[config.mk]
export PLATFORM = sky130hd
export DESIGN_NAME = tag_visit_reward_sequencer_core
export DESIGN_NICKNAME = d
export VERILOG_FILES = /design/src/hdl/tvrs_pkg.sv /design/src/hdl/tag_visit_reward_sequencer_core.sv
export SDC_FILE = /design/constraint.sdc
export NUM_CORES = 1
export LEC_CHECK = 0
export BUFFER_PORTS_ARGS = -buffer_cell sky130_fd_sc_hd__buf_2
export CAP_MARGIN = 40
export CORE_ASPECT_RATIO = 1.4
export CORE_MARGIN = 2
export CORE_UTILIZATION = 55
export DETAILED_ROUTE_END_ITERATION = 16
export PLACE_DENSITY = 0.88
export SLEW_MARGIN = 5
export SYNTH_ARGS = -nofsm -noshare
export SYNTH_HDL_FRONTEND = slang
export SYNTH_SLANG_ARGS = --single-unit
export TNS_END_PERCENT = 100
[constraint.sdc]
create_clock -name clk_i -period 6 [get_ports clk_i]
set_clock_uncertainty 0.15 [all_clocks]
set_input_delay 0.3 -clock clk_i [delete_from_list [all_inputs] [get_ports clk_i]]
set_output_delay 0.3 -clock clk_i [all_outputs]
set_load 0.02 [all_outputs]
[src/hdl/tvrs_pkg.sv]
package tvrs_pkg;

  localparam int TAG_BYTES = 7;
  localparam int TAG_W     = 56;
  localparam int TIME_W    = 32;
  localparam int CFG_W     = 16;
  localparam int CNT_W     = 16;

  // only the low TAG_BYTES bytes of a tag read take part in compares
  localparam int TAG_KEEP_BITS = (TAG_BYTES >= 7) ? TAG_W : 8 * TAG_BYTES;
  localparam logic [TAG_W-1:0] TAG_MASK = {TAG_W{1'b1}} >> (TAG_W - TAG_KEEP_BITS);

  typedef enum logic [1:0] {
    CFG_REWARD_MS    = 2'd0,
    CFG_PAUSE_MS     = 2'd1,
    CFG_MAX_REWARDS  = 2'd2,
    CFG_MAX_PAUSE_MS = 2'd3
  } cfg_idx_e;

  localparam logic [CFG_W-1:0] REWARD_MS_RST    = 16'd500;
  localparam logic [CFG_W-1:0] PAUSE_MS_RST     = 16'd1000;
  localparam logic [CFG_W-1:0] MAX_REWARDS_RST  = 16'd10;
  localparam logic [CFG_W-1:0] MAX_PAUSE_MS_RST = 16'd5000;

  typedef struct packed {
    logic [TIME_W-1:0] now_ms;
    logic              tag_valid;
    logic [TAG_W-1:0]  tag_id;
    logic              reader_busy;
    logic              poke_in;
  } in_item_t;

  typedef struct packed {
    logic              reward_drive;
    logic              visit_active;
    logic              reward_started;
    logic [CNT_W-1:0]  reward_number;
    logic [TAG_W-1:0]  visit_tag;
  } out_item_t;

  // wrapped difference read as signed; a negative gap never satisfies the limit
  function automatic logic elapsed_at_least(input logic [TIME_W-1:0] now_ms,
                                            input logic [TIME_W-1:0] stamp,
                                            input logic [CFG_W-1:0]  limit);
    logic [TIME_W-1:0] diff;
    diff = now_ms - stamp;
    return !diff[TIME_W-1] && (diff >= {{(TIME_W-CFG_W){1'b0}}, limit});
  endfunction

endpackage

[src/hdl/tag_visit_reward_sequencer_core.sv]
// tag visit reward sequencer
// input channel: one poll per transfer (in_valid_i / in_stall_o, payload in_item_i)
//   carrying the millisecond time, an optional tag read, reader busy and poke level
// output channel: one result per poll (out_valid_o / out_stall_i, payload out_item_o)
//   with the actuator level, visit status, reward start flag, count and visit tag
// config: cfg_we_i writes cfg_data_i into the register picked by cfg_idx_i; the user
//   must write only while no poll is in flight, as the block itself does not enforce it
// path: a poll is held in the input register, then its result is written to the
//   result register and offered from there
// throughput: one poll per cycle while the result register is not stalled; the whole visit update is a few 32-bit
//   subtract/compare paths between the input register and the result register
// reset: visit state clears, held tag reads zero, config takes its defaults
//   (reward 500, pause 1000, max rewards 10, max pause 5000), both channels empty
// stall: while the result register is stalled the input register keeps its poll
//   and in_stall_o rises only once that register is occupied, so one more poll
//   is absorbed before the sender sees stall
module tag_visit_reward_sequencer_core (
  input  logic                      clk_i,
  input  logic                      rst_ni,
  input  logic                      in_valid_i,
  output logic                      in_stall_o,
  input  tvrs_pkg::in_item_t        in_item_i,
  output logic                      out_valid_o,
  input  logic                      out_stall_i,
  output tvrs_pkg::out_item_t       out_item_o,
  input  logic                      cfg_we_i,
  input  logic [1:0]                cfg_idx_i,
  input  logic [tvrs_pkg::CFG_W-1:0] cfg_data_i
);
  import tvrs_pkg::*;

  // config registers
  logic [CFG_W-1:0] reward_ms_q, pause_ms_q, max_rewards_q, max_pause_ms_q;

  // input register
  logic     in_valid_q;
  in_item_t in_q;

  // result register
  logic      out_valid_q;
  out_item_t out_q;

  // visit state
  logic              tag_held_q, poke_active_q, pulse_active_q;
  logic [TAG_W-1:0]  held_tag_q;
  logic [TIME_W-1:0] last_poke_time_q, pulse_time_q, tag_time_q;
  logic [CNT_W-1:0]  reward_count_q;

  logic              tag_held_d, poke_active_d, pulse_active_d;
  logic [TAG_W-1:0]  held_tag_d;
  logic [TIME_W-1:0] last_poke_time_d, pulse_time_d, tag_time_d;
  logic [CNT_W-1:0]  reward_count_d;
  logic              started_d, active_d;
  logic [TAG_W-1:0]  tag_m;

  logic fire;

  // process the held poll when the result register is free or draining
  assign fire        = in_valid_q && (!out_valid_q || !out_stall_i);
  assign in_stall_o  = in_valid_q && !fire;
  assign out_valid_o = out_valid_q;
  assign out_item_o  = out_q;

  always_ff @(posedge clk_i or negedge rst_ni) begin
    if (!rst_ni) begin
      reward_ms_q    <= REWARD_MS_RST;
      pause_ms_q     <= PAUSE_MS_RST;
      max_rewards_q  <= MAX_REWARDS_RST;
      max_pause_ms_q <= MAX_PAUSE_MS_RST;
    end else if (cfg_we_i) begin
      unique case (cfg_idx_e'(cfg_idx_i))
        CFG_REWARD_MS:    reward_ms_q    <= cfg_data_i;
        CFG_PAUSE_MS:     pause_ms_q     <= cfg_data_i;
        CFG_MAX_REWARDS:  max_rewards_q  <= cfg_data_i;
        CFG_MAX_PAUSE_MS: max_pause_ms_q <= cfg_data_i;
        default: ;
      endcase
    end
  end

  // input register: refills on every transfer
  always_ff @(posedge clk_i or negedge rst_ni) begin
    if (!rst_ni) begin
      in_valid_q <= 1'b0;
    end else if (!in_stall_o) begin
      in_valid_q <= in_valid_i;
    end
  end

  always_ff @(posedge clk_i) begin
    if (!in_stall_o && in_valid_i) begin
      in_q <= in_item_i;
    end
  end

  // visit update for the poll in the input register
  always_comb begin
    tag_held_d       = tag_held_q;
    held_tag_d       = held_tag_q;
    poke_active_d    = poke_active_q;
    pulse_active_d   = pulse_active_q;
    last_poke_time_d = last_poke_time_q;
    pulse_time_d     = pulse_time_q;
    tag_time_d       = tag_time_q;
    reward_count_d   = reward_count_q;
    started_d        = 1'b0;
    active_d         = 1'b1;
    tag_m            = in_q.tag_id & TAG_MASK;

    if (in_q.tag_valid) begin
      // different tag: drop the old visit before taking the new one
      if (tag_held_q && (tag_m != held_tag_q)) begin
        poke_active_d    = 1'b0;
        pulse_active_d   = 1'b0;
        last_poke_time_d = '0;
        pulse_time_d     = '0;
        reward_count_d   = '0;
      end
      tag_held_d = 1'b1;
      tag_time_d = in_q.now_ms;
      held_tag_d = tag_m;
    end

    if (tag_held_d) begin
      poke_active_d = in_q.poke_in;
      if (in_q.poke_in) begin
        last_poke_time_d = in_q.now_ms;
      end
      if (pulse_active_d) begin
        // pulse ends after reward time
        if (elapsed_at_least(in_q.now_ms, pulse_time_d, reward_ms_q)) begin
          pulse_active_d = 1'b0;
          pulse_time_d   = in_q.now_ms;
        end
      end else if (in_q.poke_in) begin
        if (elapsed_at_least(in_q.now_ms, pulse_time_d, pause_ms_q) &&
            (reward_count_d < max_rewards_q)) begin
          pulse_active_d = 1'b1;
          pulse_time_d   = in_q.now_ms;
          reward_count_d = reward_count_d + 1'b1;
          started_d      = 1'b1;
        end
      end
    end

    // idle test: end the visit once everything has been quiet for max pause
    if (!(poke_active_d || pulse_active_d || in_q.reader_busy) &&
        elapsed_at_least(in_q.now_ms, last_poke_time_d, max_pause_ms_q) &&
        elapsed_at_least(in_q.now_ms, tag_time_d, max_pause_ms_q)) begin
      active_d         = 1'b0;
      tag_held_d       = 1'b0;
      poke_active_d    = 1'b0;
      pulse_active_d   = 1'b0;
      last_poke_time_d = '0;
      pulse_time_d     = '0;
      tag_time_d       = '0;
      reward_count_d   = '0;
    end
  end

  always_ff @(posedge clk_i or negedge rst_ni) begin
    if (!rst_ni) begin
      tag_held_q       <= 1'b0;
      held_tag_q       <= '0;
      poke_active_q    <= 1'b0;
      pulse_active_q   <= 1'b0;
      last_poke_time_q <= '0;
      pulse_time_q     <= '0;
      tag_time_q       <= '0;
      reward_count_q   <= '0;
    end else if (fire) begin
      tag_held_q       <= tag_held_d;
      held_tag_q       <= held_tag_d;
      poke_active_q    <= poke_active_d;
      pulse_active_q   <= pulse_active_d;
      last_poke_time_q <= last_poke_time_d;
      pulse_time_q     <= pulse_time_d;
      tag_time_q       <= tag_time_d;
      reward_count_q   <= reward_count_d;
    end
  end

  // result register
  always_ff @(posedge clk_i or negedge rst_ni) begin
    if (!rst_ni) begin
      out_valid_q <= 1'b0;
    end else if (fire) begin
      out_valid_q <= 1'b1;
    end else if (!out_stall_i) begin
      out_valid_q <= 1'b0;
    end
  end

  always_ff @(posedge clk_i) begin
    if (fire) begin
      out_q.reward_drive   <= pulse_active_d;
      out_q.visit_active   <= active_d;
      out_q.reward_started <= started_d;
      out_q.reward_number  <= reward_count_d;
      out_q.visit_tag      <= held_tag_d;
    end
  end

`ifndef SYNTH
  a_start_drives : assert property (@(posedge clk_i) disable iff (!rst_ni)
    out_valid_q && out_q.reward_started |-> out_q.reward_drive && (out_q.reward_number != '0))
    else $error("reward start without drive or count");

  a_end_clears : assert property (@(posedge clk_i) disable iff (!rst_ni)
    fire && !active_d |=> !tag_held_q && !pulse_active_q && (reward_count_q == '0))
    else $error("visit end left state behind");

  a_poll_kept : assert property (@(posedge clk_i) disable iff (!rst_ni)
    in_valid_q && !fire |=> in_valid_q && $stable(in_q))
    else $error("waiting poll lost");

  a_count_step : assert property (@(posedge clk_i) disable iff (!rst_ni)
    fire && started_d |=> reward_count_q == $past(reward_count_q) + 1'b1 ||
                          reward_count_q == 16'd1)
    else $error("reward count did not advance");
`endif

endmodule
==> metrics <==
setup ws final -1.13 ns; drt drc 0; Antenna Nets Post-Route 0; CP required about 6.3 ns; CTS tree yes; min cycle time layout 7.13 ns; clock sink total 403; final hold vios 0; clk buf depth 3; Clock Latency Late Sink approximately 0.59 ns; DP Area 0.0281 sq mm; slowest stage delay, CP roughly 0.46 ns; P per Cell Area 404 mW/mm^2; Vias per Instance 6.67; status finished with violations; root buffer cell clkbuf_16; largest family of logic cells by synthesized area compound AO/OA/AOI/OAI gates; largest net degree at the start of global routing 142; Tcrit/Tclk final 1.19; via count 23,500; ys flop type dfrtp_1; fraction of registers with async set/reset 0.588; largest area contributor in the netlist dfrtp_1; sequential share of the synthesized area 0.456; leakage dissipation 0.0146 uW; failing checks negative setup slack; Max Slew Vio Count 0; RSZ-0062 raised after global routing true; post-synthesis compound-gate area fraction 0.158; I/O Pins 191; Hold Crit Class in2async; PortBufs 190; Seq cells post-synth 403; Wirelength per Cell 27.9 um; VDD IR max 352 uV; Layout Nets 3,235; Placer Congestion 0.976; Slew HR 0.124; total iterations of the first detailed-routing run 6; cells after synthesis 2,261; Yosys cell types 86; f_max 0.140 GHz; Die X approximately 180 um; CP Capture Type flip-flop; share of layout cells above drive strength 1 0.383; drt total wl 98.6 mm; CP Class reg2reg; number of buffers created by CTS 40; vias in the first global route roughly 24,000; final core occ 0.782; synth-to-layout area growth 40.5%; setup violators final 133; maxcap violations 0; most common cell in the netlist nand2_1; total die area 0.0454 sq mm; multiplexer share of the synthesized area 0.0914; EDFF count, synth 166; Die Ht about 250 um; CP startpoint kind flip-flop; total track usage 0.375; Core ar. between 0.04 and 0.05 sq mm; synthesized area per cell 10.6 sq um; main area contributors after synthesis dfrtp_1 23%, edfxtp_1 21%, ha_1 9.0%; grt total ovfl 0; Post-Syn Area approximately 0.024 sq mm; post-synth net total between 2,000 and 3,000; H-tree levels 2; antenna violations before repair 5; post-synthesis simple-gate area fraction 0.119; first-pass GRT wire length 132 mm; CP Max Fanout 11; Worst path slowest cell edfxtp_1; hpwl dp between 50 and 60 mm; Initial Utilization 0.557; initial DRC count 2,681; CP most frequent cell a21oi_2; Commonest cells post-synth 237 x nand2_1, 218 x dfrtp_1, 173 x ha_1; num rows 90; yosys warns 0; CTS clk-pin slew, worst paths approximately 0.07 ns; CP arrival 7.43 ns; Worst-Margin Slew about 1.3 ns; post-synthesis xor/xnor area fraction 0.0513; fin area approximately 0.034 sq mm; Post-Synth Adder-Cell Area 0.0927; post-synth top area share 0.227
==> path summary, 6_finish.rpt <==
check                                startpoint                   end  slack (ns)  depth (start not counted)
setup reg to reg                      tag_m[50]         tag_time_q[4]       -1.13                         30
max in group asynchronous                rst_ni      pulse_time_q[14]        4.19                          3
setup / recovery                      tag_m[50]         tag_time_q[4]       -1.13                         30
hold / removal                           rst_ni         held_tag_q[2]        0.16                          2
min in group clk_i                 cfg_idx_i[1]        reward_ms_q[2]        0.16                          5
hold reg to reg            last_poke_time_q[28]  last_poke_time_q[28]        0.34                          2
==> sequential cells by signal, indices dropped and copies added, names as in the netlist <==
register and flops:
tag_time_q 32, tag_m 56, max_pause_ms_q 16, in_q 35, held_tag_q 56, poke_active_q 1
in_valid_q 1, tag_held_q 1, out_item_o 75, max_rewards_q 16, reward_count_q 16, out_valid_o 1
reward_ms_q 16, pulse_time_q 32, last_poke_time_q 32, pulse_active_q 1, pause_ms_q 16
==> metrics by stage <==
step | TNS, ns | setup slack, ns | hold WS, ns | std cells | total power (uW)
global route | -144.04 | -1.29 | 0.180 | 3529 | 14100
detailed placement | -78.66 | -0.745 | 0.225 | 3265 | 8990
finish | -120.58 | -1.13 | 0.158 | 3531 | 13600
floorplan | 0 | 0.00270 | -0.146 | 2261 | 6880
CTS | -21.23 | -0.344 | 0.101 | 3496 | 12400
global placement | -61.40 | -0.591 | 0.217 | 3264 | 8730
==> critical path, delay by kind of cell, from the launching register on <==
family | cells | cell delay, ns
fa+ha+maj | 2 | 0.64
flops | 1 | 0.46
compound gates | 9 | 2.06
xor+xnor | 2 | 0.54
buf+inv | 6 | 0.95
simple gates | 11 | 2.18
==> layout make-up <==
cell class | count | area (sq um)
Clock inverter | 22 | 290
Timing Repair Buffer | 744 | 6130
Multi-Input combinational cell | 1668 | 14200
Sequential cell | 403 | 10900
Antenna cell | 3 | 7.51
Tap cell | 552 | 691
Inverter | 88 | 340
Clock buffer | 51 | 1140
Fill cell | 2215 | 9400
==> logic make-up after synthesis <==
kind of cell | after synthesis
buf+inv | 190
simple gates | 587
flops | 403
fa+ha+maj | 176
compound gates | 567
mux | 199
xor+xnor | 139
==> metal layers <==
metal | GRT usage | vias up | routed length, um
met5 | 0 | - | 63
met2 | 0.645 | 1787 | 46500
met1 | 0.399 | 11300 | 32000
met3 | 0.0740 | 720 | 9580
li1 | - | 9739 | -
met4 | 0.306 | 4 | 10500
==> report_power, final <==
| group | internal, uW | switching, uW |
|---|---|---|
| Clock | 1550 | 1250 |
| Combinational | 3190 | 3660 |
| Sequential | 3500 | 474 |
| Total | 8240 | 5380 |
==> repair_timing <==
| item | 4_1_cts | 5_1_grt |
|---|---|---|
| hold endpoints to repair | 245 | 0 |
| buffers inserted | 38 | 27 |
| gates resized for setup | 181 | 244 |
| pin swaps | 55 | 124 |
| gates cloned | 10 | 10 |
| hold buffers | 111 | 0 |
| setup endpoints to repair | 133 | 133 |
==> layout by cell type (no fill, tap or decap), types with 19 or more instances in the layout <==
cell and count:
dlygate4sd3_1 111, and3_1 33, nor2_1 87, a21oi_2 22, ha_1 156, mux2i_1 33
mux2_2 161, nand2b_1 22, xor2_1 31, nand3_1 31, edfxtp_1 166, o31ai_4 58
clkbuf_16 50, buf_2 189, o21ai_0 79, a21oi_1 132, a22o_1 34, nand4_1 50
dfstp_2 19, buf_6 26, dfrtp_1 218, inv_1 82, o21a_1 22, xnor2_1 82
nand2_1 230, buf_4 374, a21o_1 46
No activity file was read; power rests on OpenSTA's default activity.
